## src/sv/sha256_pkg.sv

```systemverilog
// sha256_pkg: shared types, constants and tables of the SHA-256 stream hasher.
// Depends on nothing; the hasher, the round unit and the bench import it.
`default_nettype none

package sha256_pkg;

    // Block geometry and padding positions
    localparam logic [5:0] LEN_POS    = 6'd56;
    localparam logic [5:0] LAST_POS   = 6'd63;
    localparam logic [5:0] LAST_ROUND = 6'd63;
    localparam logic [2:0] LAST_WORD  = 3'd7;
    localparam logic [7:0] PAD_MARK   = 8'h80;
    localparam int         TOTAL_W    = 61;

    // Eight 32-bit words, index 0 is word A / H0
    typedef logic [0:7][31:0] hash_vec_t;

    localparam hash_vec_t INIT_HASH = '{
        32'h6a09e667, 32'hbb67ae85, 32'h3c6ef372, 32'ha54ff53a,
        32'h510e527f, 32'h9b05688c, 32'h1f83d9ab, 32'h5be0cd19
    };

    localparam logic [31:0] ROUND_K [64] = '{
        32'h428a2f98, 32'h71374491, 32'hb5c0fbcf, 32'he9b5dba5,
        32'h3956c25b, 32'h59f111f1, 32'h923f82a4, 32'hab1c5ed5,
        32'hd807aa98, 32'h12835b01, 32'h243185be, 32'h550c7dc3,
        32'h72be5d74, 32'h80deb1fe, 32'h9bdc06a7, 32'hc19bf174,
        32'he49b69c1, 32'hefbe4786, 32'h0fc19dc6, 32'h240ca1cc,
        32'h2de92c6f, 32'h4a7484aa, 32'h5cb0a9dc, 32'h76f988da,
        32'h983e5152, 32'ha831c66d, 32'hb00327c8, 32'hbf597fc7,
        32'hc6e00bf3, 32'hd5a79147, 32'h06ca6351, 32'h14292967,
        32'h27b70a85, 32'h2e1b2138, 32'h4d2c6dfc, 32'h53380d13,
        32'h650a7354, 32'h766a0abb, 32'h81c2c92e, 32'h92722c85,
        32'ha2bfe8a1, 32'ha81a664b, 32'hc24b8b70, 32'hc76c51a3,
        32'hd192e819, 32'hd6990624, 32'hf40e3585, 32'h106aa070,
        32'h19a4c116, 32'h1e376c08, 32'h2748774c, 32'h34b0bcb5,
        32'h391c0cb3, 32'h4ed8aa4a, 32'h5b9cca4f, 32'h682e6ff3,
        32'h748f82ee, 32'h78a5636f, 32'h84c87814, 32'h8cc70208,
        32'h90befffa, 32'ha4506ceb, 32'hbef9a3f7, 32'hc67178f2
    };

    // Sequencer states
    typedef enum logic [2:0] {
        ST_IDLE,
        ST_ROUND,
        ST_FINAL,
        ST_PAD,
        ST_OUT
    } hash_state_t;

    // Controls from the sequencer to the round core
    typedef struct packed {
        logic       load_byte;
        logic [5:0] byte_addr;
        logic [7:0] byte_data;
        logic       init;
        logic       step;
        logic [5:0] round;
    } core_ctrl_t;

endpackage

`default_nettype wire

```

## src/sv/sha256_if.sv

```systemverilog
// sha256_if: valid/ready channel interfaces for message bytes and digest words.
// Depends on nothing.
`default_nettype none

interface sha256_byte_if;
    logic       valid;
    logic       ready;
    logic [7:0] data_byte;
    logic       byte_valid;
    logic       last_byte;

    modport source (output valid, output data_byte, output byte_valid, output last_byte,
                    input ready);
    modport sink   (input valid, input data_byte, input byte_valid, input last_byte,
                    output ready);
endinterface

interface sha256_word_if;
    logic        valid;
    logic        ready;
    logic [31:0] digest_word;
    logic [2:0]  word_index;
    logic        last_word;

    modport source (output valid, output digest_word, output word_index, output last_word,
                    input ready);
    modport sink   (input valid, input digest_word, input word_index, input last_word,
                    output ready);
endinterface

`default_nettype wire

```

## src/sv/sha256_stream_hasher.sv

```systemverilog
// sha256_stream_hasher: streaming SHA-256 over a byte channel, digest out as eight words.
// Depends on sha256_pkg, sha256_if (byte and word channels) and sha256_round.
//
// Usage:
//   byte_in carries one beat per message byte (data_byte with byte_valid set). A beat with
//   last_byte set ends the message; with byte_valid clear it only finishes what is held,
//   so a lone last beat gives the digest of the empty message.
//   digest_out then delivers eight beats, word_index 0..7, most significant word first,
//   last_word on the eighth. After that beat the block holds the initial hash state.
// Sequence:
//   A byte beat that does not fill the block leaves byte_in ready for the next one. The
//   64th byte starts a compression: 64 rounds on the shared round unit, then the hash
//   add. A last beat adds, for each padded block (one or two), a pass of the byte-wide
//   padding writer up to byte 63 (one byte per cycle) and a compression, then the
//   eight digest beats. byte_in.ready is low for all of that.
// Reset: rst_n is asynchronous and active low; it loads the initial hash values and
//   clears the byte counts and the sequencer.
// Stall: digest beats hold in place while digest_out.ready is low; no new input is taken
//   until the last digest beat is accepted.
`default_nettype none

module sha256_stream_hasher
    import sha256_pkg::*;
(
    input  logic           clk,
    input  logic           rst_n,
    sha256_byte_if.sink    byte_in,
    sha256_word_if.source  digest_out
);

    hash_state_t         state_reg, state_next;
    logic [5:0]          round_reg, round_next;
    logic [5:0]          fill_reg, fill_next;
    logic [TOTAL_W-1:0]  total_reg, total_next;
    logic [5:0]          pad_pos_reg, pad_pos_next;
    logic                mark_reg, mark_next;
    logic                len_ok_reg, len_ok_next;
    logic                done_reg, done_next;
    logic                fin_reg, fin_next;
    logic [2:0]          out_idx_reg, out_idx_next;
    hash_vec_t           hash_reg, hash_next;

    core_ctrl_t          ctrl;
    hash_vec_t           work;

    logic                in_fire;
    logic                out_fire;
    logic                block_full;
    logic                len_ok_eff;
    logic [63:0]         len_bits;
    logic [7:0]          pad_byte;

    assign in_fire    = byte_in.valid && byte_in.ready;
    assign out_fire   = digest_out.valid && digest_out.ready;
    assign block_full = byte_in.byte_valid && (fill_reg == LAST_POS);
    assign len_ok_eff = mark_reg ? len_ok_reg : (pad_pos_reg < LEN_POS);
    assign len_bits   = {total_reg, 3'b000};

    // Padding byte: marker first, then zeros, then the big-endian bit length
    always_comb
    begin
        if (!mark_reg)
        begin
            pad_byte = PAD_MARK;
        end
        else if (len_ok_reg && (pad_pos_reg >= LEN_POS))
        begin
            pad_byte = len_bits[{~pad_pos_reg[2:0], 3'b000} +: 8];
        end
        else
        begin
            pad_byte = 8'h00;
        end
    end

    // Next state
    always_comb
    begin
        state_next = state_reg;
        case (state_reg)
            ST_IDLE:
            begin
                if (in_fire)
                begin
                    if (block_full)
                    begin
                        state_next = ST_ROUND;
                    end
                    else if (byte_in.last_byte)
                    begin
                        state_next = ST_PAD;
                    end
                end
            end
            ST_ROUND:
            begin
                if (round_reg == LAST_ROUND)
                begin
                    state_next = ST_FINAL;
                end
            end
            ST_FINAL:
            begin
                if (done_reg)
                begin
                    state_next = ST_OUT;
                end
                else if (fin_reg)
                begin
                    state_next = ST_PAD;
                end
                else
                begin
                    state_next = ST_IDLE;
                end
            end
            ST_PAD:
            begin
                if (pad_pos_reg == LAST_POS)
                begin
                    state_next = ST_ROUND;
                end
            end
            ST_OUT:
            begin
                if (out_fire && (out_idx_reg == LAST_WORD))
                begin
                    state_next = ST_IDLE;
                end
            end
            default:
            begin
                state_next = ST_IDLE;
            end
        endcase
    end

    // Outputs and datapath updates
    always_comb
    begin
        ctrl          = '0;
        ctrl.round    = round_reg;
        round_next    = round_reg;
        fill_next     = fill_reg;
        total_next    = total_reg;
        pad_pos_next  = pad_pos_reg;
        mark_next     = mark_reg;
        len_ok_next   = len_ok_reg;
        done_next     = done_reg;
        fin_next      = fin_reg;
        out_idx_next  = out_idx_reg;
        hash_next     = hash_reg;

        case (state_reg)
            ST_IDLE:
            begin
                if (in_fire)
                begin
                    if (byte_in.byte_valid)
                    begin
                        ctrl.load_byte = 1'b1;
                        ctrl.byte_addr = fill_reg;
                        ctrl.byte_data = byte_in.data_byte;
                        fill_next      = fill_reg + 6'd1;
                        total_next     = total_reg + {{(TOTAL_W-1){1'b0}}, 1'b1};
                    end
                    if (block_full)
                    begin
                        ctrl.init  = 1'b1;
                        round_next = '0;
                        fin_next   = byte_in.last_byte;
                    end
                    if (byte_in.last_byte)
                    begin
                        fin_next     = 1'b1;
                        pad_pos_next = fill_reg + {5'd0, byte_in.byte_valid};
                        mark_next    = 1'b0;
                        len_ok_next  = 1'b0;
                        done_next    = 1'b0;
                    end
                end
            end
            ST_ROUND:
            begin
                ctrl.step  = 1'b1;
                round_next = round_reg + 6'd1;
            end
            ST_FINAL:
            begin
                for (int i = 0; i < 8; i++)
                begin
                    hash_next[i] = hash_reg[i] + work[i];
                end
            end
            ST_PAD:
            begin
                ctrl.load_byte = 1'b1;
                ctrl.byte_addr = pad_pos_reg;
                ctrl.byte_data = pad_byte;
                pad_pos_next   = pad_pos_reg + 6'd1;
                mark_next      = 1'b1;
                len_ok_next    = len_ok_eff;
                if (pad_pos_reg == LAST_POS)
                begin
                    ctrl.init  = 1'b1;
                    round_next = '0;
                    if (len_ok_eff)
                    begin
                        done_next = 1'b1;
                    end
                    else
                    begin
                        // marker landed in or past the length slot: length goes in an extra block
                        len_ok_next = 1'b1;
                    end
                end
            end
            ST_OUT:
            begin
                if (out_fire)
                begin
                    out_idx_next = out_idx_reg + 3'd1;
                    if (out_idx_reg == LAST_WORD)
                    begin
                        hash_next   = INIT_HASH;
                        fill_next   = '0;
                        total_next  = '0;
                        fin_next    = 1'b0;
                        mark_next   = 1'b0;
                        len_ok_next = 1'b0;
                        done_next   = 1'b0;
                    end
                end
            end
            default:
            begin
                ctrl = '0;
            end
        endcase
    end

    // Channel signals
    assign byte_in.ready          = (state_reg == ST_IDLE);
    assign digest_out.valid       = (state_reg == ST_OUT);
    assign digest_out.digest_word = hash_reg[out_idx_reg];
    assign digest_out.word_index  = out_idx_reg;
    assign digest_out.last_word   = (out_idx_reg == LAST_WORD);

    // State registers
    always_ff @(posedge clk or negedge rst_n)
    begin
        if (!rst_n)
        begin
            state_reg   <= ST_IDLE;
            round_reg   <= '0;
            fill_reg    <= '0;
            total_reg   <= '0;
            pad_pos_reg <= '0;
            mark_reg    <= 1'b0;
            len_ok_reg  <= 1'b0;
            done_reg    <= 1'b0;
            fin_reg     <= 1'b0;
            out_idx_reg <= '0;
            hash_reg    <= INIT_HASH;
        end
        else
        begin
            state_reg   <= state_next;
            round_reg   <= round_next;
            fill_reg    <= fill_next;
            total_reg   <= total_next;
            pad_pos_reg <= pad_pos_next;
            mark_reg    <= mark_next;
            len_ok_reg  <= len_ok_next;
            done_reg    <= done_next;
            fin_reg     <= fin_next;
            out_idx_reg <= out_idx_next;
            hash_reg    <= hash_next;
        end
    end

    // Shared round unit
    sha256_round u_round (
        .clk  (clk),
        .ctrl (ctrl),
        .hash (hash_reg),
        .work (work)
    );

    // Checks
    a_no_overlap: assert property (@(posedge clk) disable iff (!rst_n)
        !(byte_in.ready && digest_out.valid))
        else $error("input taken while digest is being delivered");

    a_round_end: assert property (@(posedge clk) disable iff (!rst_n)
        (state_reg == ST_ROUND && round_reg == LAST_ROUND) |=> (state_reg == ST_FINAL))
        else $error("compression did not end after the last round");

    a_done_flags: assert property (@(posedge clk) disable iff (!rst_n)
        done_reg |-> (len_ok_reg && mark_reg && fin_reg))
        else $error("length block finished without marker and length");

    a_restart: assert property (@(posedge clk) disable iff (!rst_n)
        (out_fire && digest_out.last_word) |=>
            (byte_in.ready && fill_reg == '0 && total_reg == '0))
        else $error("block not back to initial state after digest");

endmodule

`default_nettype wire

```

## src/sv/sha256_round.sv

```systemverilog
// sha256_round: message window (doubles as block buffer), one SHA-256 round per cycle on ctrl.step.
// Depends on sha256_pkg.
`default_nettype none

module sha256_round
    import sha256_pkg::*;
(
    input  logic       clk,
    input  core_ctrl_t ctrl,
    input  hash_vec_t  hash,
    output hash_vec_t  work
);

    logic [31:0] sched_reg [16];
    hash_vec_t   work_reg;

    logic [31:0] w_new;
    logic [31:0] big_s0;
    logic [31:0] big_s1;
    logic [31:0] ch;
    logic [31:0] maj;
    logic [31:0] t1;
    logic [31:0] t2;

    function automatic logic [31:0] rotr(input logic [31:0] x, input int n);
        rotr = (x >> n) | (x << (32 - n));
    endfunction

    function automatic logic [31:0] small_sig0(input logic [31:0] x);
        small_sig0 = rotr(x, 7) ^ rotr(x, 18) ^ (x >> 3);
    endfunction

    function automatic logic [31:0] small_sig1(input logic [31:0] x);
        small_sig1 = rotr(x, 17) ^ rotr(x, 19) ^ (x >> 10);
    endfunction

    // Next schedule word from the window, W[r+16]
    assign w_new = sched_reg[0] + small_sig0(sched_reg[1]) + sched_reg[9]
                 + small_sig1(sched_reg[14]);

    // Round function
    always_comb
    begin
        big_s1 = rotr(work_reg[4], 6) ^ rotr(work_reg[4], 11) ^ rotr(work_reg[4], 25);
        ch     = (work_reg[4] & work_reg[5]) ^ (~work_reg[4] & work_reg[6]);
        t1     = work_reg[7] + big_s1 + ch + ROUND_K[ctrl.round] + sched_reg[0];
        big_s0 = rotr(work_reg[0], 2) ^ rotr(work_reg[0], 13) ^ rotr(work_reg[0], 22);
        maj    = (work_reg[0] & work_reg[1]) ^ (work_reg[0] & work_reg[2])
               ^ (work_reg[1] & work_reg[2]);
        t2     = big_s0 + maj;
    end

    // Window: byte writes while filling, shift by one word per round
    always_ff @(posedge clk)
    begin
        if (ctrl.load_byte)
        begin
            sched_reg[ctrl.byte_addr[5:2]][{~ctrl.byte_addr[1:0], 3'b000} +: 8] <= ctrl.byte_data;
        end
        else if (ctrl.step)
        begin
            for (int i = 0; i < 15; i++)
            begin
                sched_reg[i] <= sched_reg[i + 1];
            end
            sched_reg[15] <= w_new;
        end
    end

    // Working variables a..h
    always_ff @(posedge clk)
    begin
        if (ctrl.init)
        begin
            work_reg <= hash;
        end
        else if (ctrl.step)
        begin
            work_reg[7] <= work_reg[6];
            work_reg[6] <= work_reg[5];
            work_reg[5] <= work_reg[4];
            work_reg[4] <= work_reg[3] + t1;
            work_reg[3] <= work_reg[2];
            work_reg[2] <= work_reg[1];
            work_reg[1] <= work_reg[0];
            work_reg[0] <= t1 + t2;
        end
    end

    assign work = work_reg;

endmodule

`default_nettype wire

```

## src/flat_wrapper.sv

```systemverilog
// flat-port wrapper written by rule: the top's interface ports become plain ports
module sha256_stream_hasher_flat import sha256_pkg::*;
  (clk, rst_n, byte_in_valid, byte_in_data_byte, byte_in_byte_valid, byte_in_last_byte, byte_in_ready, digest_out_valid, digest_out_digest_word, digest_out_word_index, digest_out_last_word, digest_out_ready);
  sha256_byte_if byte_in_i ();
  sha256_word_if digest_out_i ();
  input  logic clk;
  input  logic rst_n;
  input wire logic [$bits(byte_in_i.valid)-1:0] byte_in_valid;
  input wire logic [$bits(byte_in_i.data_byte)-1:0] byte_in_data_byte;
  input wire logic [$bits(byte_in_i.byte_valid)-1:0] byte_in_byte_valid;
  input wire logic [$bits(byte_in_i.last_byte)-1:0] byte_in_last_byte;
  output wire logic [$bits(byte_in_i.ready)-1:0] byte_in_ready;
  output wire logic [$bits(digest_out_i.valid)-1:0] digest_out_valid;
  output wire logic [$bits(digest_out_i.digest_word)-1:0] digest_out_digest_word;
  output wire logic [$bits(digest_out_i.word_index)-1:0] digest_out_word_index;
  output wire logic [$bits(digest_out_i.last_word)-1:0] digest_out_last_word;
  input wire logic [$bits(digest_out_i.ready)-1:0] digest_out_ready;
  assign byte_in_i.valid = byte_in_valid;
  assign byte_in_i.data_byte = byte_in_data_byte;
  assign byte_in_i.byte_valid = byte_in_byte_valid;
  assign byte_in_i.last_byte = byte_in_last_byte;
  assign byte_in_ready = byte_in_i.ready;
  assign digest_out_valid = digest_out_i.valid;
  assign digest_out_digest_word = digest_out_i.digest_word;
  assign digest_out_word_index = digest_out_i.word_index;
  assign digest_out_last_word = digest_out_i.last_word;
  assign digest_out_i.ready = digest_out_ready;
  sha256_stream_hasher u_core (.clk(clk), .rst_n(rst_n), .byte_in(byte_in_i), .digest_out(digest_out_i));
endmodule
```

## config.mk

```make
export PLATFORM = sky130hd
export DESIGN_NAME = sha256_stream_hasher_flat
export DESIGN_NICKNAME = d
export VERILOG_FILES = /design/src/sv/sha256_pkg.sv /design/src/sv/sha256_if.sv /design/src/sv/sha256_stream_hasher.sv /design/src/sv/sha256_round.sv /design/src/flat_wrapper.sv
export SDC_FILE = /design/constraint.sdc
export NUM_CORES = 2
export LEC_CHECK = 0
export BUFFER_PORTS_ARGS = -buffer_cell sky130_fd_sc_hd__buf_2
export CAP_MARGIN = 20
export CORE_MARGIN = 5
export CORE_UTILIZATION = 49
export CTS_CLUSTER_SIZE = 16
export DETAILED_ROUTE_END_ITERATION = 12
export PLACE_DENSITY = 0.71
export SLEW_MARGIN = 20
export SYNTH_ARGS = -nofsm -noshare
export SYNTH_HDL_FRONTEND = slang
export SYNTH_SLANG_ARGS = --single-unit
```

## constraint.sdc

```tcl
create_clock -name clk -period 12.17 [get_ports clk]
set_input_delay 1.217 -clock clk [delete_from_list [all_inputs] [get_ports clk]]
set_output_delay 1.217 -clock clk [all_outputs]
set_load 0.005 [all_outputs]
```

==> impl_metrics.ini <==
[sta]
tightest_slew_ps = 1276
finalSetupViolCount = 0
final_hold_viol_count = 0
finalCritPeriodShare_pct = 88.79
setup_ws_ps = 1365
tns_ps = 0
period_minus_slack_ps = 10810
drv_slew = 0
maxSlewHeadroom_pct = 14.95
finalClockSkew_ps = 71.10
fmax_mhz = 92.55
grt_setup_unrepaired = no

[logic_synthesis]
synth_edf_count = 768
netlist_instances = 7313
synth_warnings = 0
syn_avg_cell_area_um2 = 10.16
async_flop_share_pct = 31.00
yosysUniqueCellTypes = 97
ys_seq_elements = 1113
syn_nets = 7922
synth_ff_type = edfxtp_1
synth-seq-area-share_pct = 42.88
synthesis.area_um2 = 74310

[drt]
drc = 0
routed_wl_mm = 238.9
ant_nets = 0
first_pass_iters = 7
vias = 58511
drtIter0Drc = 6861
routedWlPerCell_um = 25.54
via_per_inst = 6.257

[floorplanning]
die_area_um2 = 159500
die_w_um = 399.4
core_um2 = 151400
dieHeight_um = 399.4
initial_core_util_pct = 49.09
rows = 143
io_pins = 52

[cts]
cts_tree = built
cts_resized = 0
cts-htree-levels = 4
post-cts-setup-buffer-count = 0
clk_latency_ps = 790
root_buffer = clkbuf_16
numCtsBuffers = 130
path_clk_slew_ps = 60
hold_buffers = 0
clockBufferDepth = 3
clkSinkCount = 1113

[global_routing]
grt_pass1_vias = 55670
grt_max_degree = 218
grt_overflow = 0
grtUsageTotal_pct = 29.37
antenna_found_initial = 6
grt_pass1_wl_mm = 356.5

[critical_path]
worst_ep_arrival_time_ps = 11430
path_common_cell = a21oi_1
startpoint_type = flip-flop
worst-setup-path-type = flip-flop to flip-flop
critPathRequiredTime_ps = 12800
crit_path_end_kind = flip-flop
cpMaxStageDelayCell = ha_1
crit_fanout = 19
critPathMaxStageDelay_ps = 800

[cells_and_area]
postLayoutCoreUtil_pct = 53.55
drive_gt1_share_pct = 9.357
final_net_count = 7826
largest_reg_flops = 512
layout_common_cells = nand2_1 (1015), edfxtp_1 (768), a21o_1 (673), a21oi_1 (499), nor2_1 (444)
fill_cells = 13418
area_growth_syn_to_layout_pct = 9.077
mostFrequentLayoutCell = nand2_1

[placement]
place.gp.congestion = 0.9800
pre_cts_ws_ps = 1746
place_hpwl_mm = 173.3
io_buffer_count = 51

[run]
drv_cap = 0

[run_status]
outcome = finished, final reports clean

[min_path]
hp-class = input pin to async pin
[kinds of logic after synthesis]
logic type	share of synthesized area (%)
compound gates	19.43
xor+xnor	7.533
fa+ha+maj	12.27
buf+inv	3.411
flops	42.88
mux	3.448
simple gates	11.03
[path summary, 6_finish.rpt]
check	startpoint	end	slack (ps)	cells past startpoint
min	rst_n	u_core.hash_reg[34]$_DFFE_PN0P_	490	1
min reg2reg	u_core.u_round.sched_reg[13][7]$_DFFE_PP_	u_core.u_round.sched_reg[12][7]$_DFFE_PP_	500	1
min in group clk	u_core.u_round.sched_reg[13][7]$_DFFE_PP_	u_core.u_round.sched_reg[12][7]$_DFFE_PP_	500	1
max in group asynchronous	rst_n	u_core.hash_reg[241]$_DFFE_PN0P_	9720	3
max reg2reg	u_core.state_reg[0]$_DFFE_PN0P_	u_core.u_round.work[255]$_DFFE_PP_	1360	35
max	u_core.state_reg[0]$_DFFE_PN0P_	u_core.u_round.work[255]$_DFFE_PP_	1360	35
[final cells by class]
type / instances / area [um^2] / area share, %
diodes: 1 / 2.502 / 0.003087
clock buffers: 167 / 3526 / 4.350
clock inverters: 69 / 847.1 / 1.045
inverters: 271 / 1025 / 1.264
multi-input cells: 5526 / 40010 / 49.36
flip-flops and latches: 1113 / 31870 / 39.32
well taps: 2030 / 2540 / 3.134
repair buffers: 175 / 1230 / 1.517
[critical path, delay by kind of cell, from the launching register on]
family	cells	cell delay (ps)
fa+ha+maj	6	2850
xor+xnor	2	420
buf+inv	4	920
simple gates	9	1660
flops	1	570
compound gates	14	4200
[stage by stage]
step / instance area (um^2) / hold WS, ps / std cells
after floorplan: 74310 / 482.1 / 7313
after global placement: 76660 / 495.2 / 9112
after detailed placement: 76670 / 500.9 / 9114
after CTS: 81040 / 469.1 / 9350
after global routing: 81050 / 501.7 / 9351
final: 81060 / 485.0 / 9352
[layer usage]
metal	GRT usage, %	part of all wire [%]	vias up	wire (um)
met2	44.12	44	2884	104100
met3	7.192	11	481	25340
met5	0	0.013	-	30
met4	9.174	3.5	4	8404
met1	42.11	42	29063	101000
li1	-	-	26079	-
[synthesized netlist by cell type, types with 48 or more instances]
| cell | instances | area, um^2 |
|---|---|---|
| o21bai_1 | 51 | 382.9 |
| mux4_2 | 78 | 1757 |
| inv_1 | 270 | 1013 |
| nor2b_1 | 48 | 300.3 |
| xnor2_1 | 394 | 3451 |
| nor2_1 | 452 | 1697 |
| edfxtp_1 | 768 | 23060 |
| nand2b_1 | 50 | 312.8 |
| nand2_1 | 1016 | 3814 |
| xor2_1 | 240 | 2102 |
| fa_1 | 195 | 3904 |
| dfrtp_1 | 209 | 5230 |
| nor3_1 | 74 | 370.4 |
| ha_1 | 400 | 5005 |
| nand3_1 | 85 | 425.4 |
| a21o_1 | 674 | 5060 |
| o21ai_0 | 478 | 2392 |
| a21oi_1 | 504 | 2522 |
| clkbuf_1 | 374 | 1404 |
| dfstp_2 | 136 | 3573 |
| a211oi_1 | 55 | 412.9 |
| a31oi_1 | 50 | 312.8 |
Power is not shown: default switching activity piles up to over one toggle a cycle in this logic, so the estimate is an artifact.
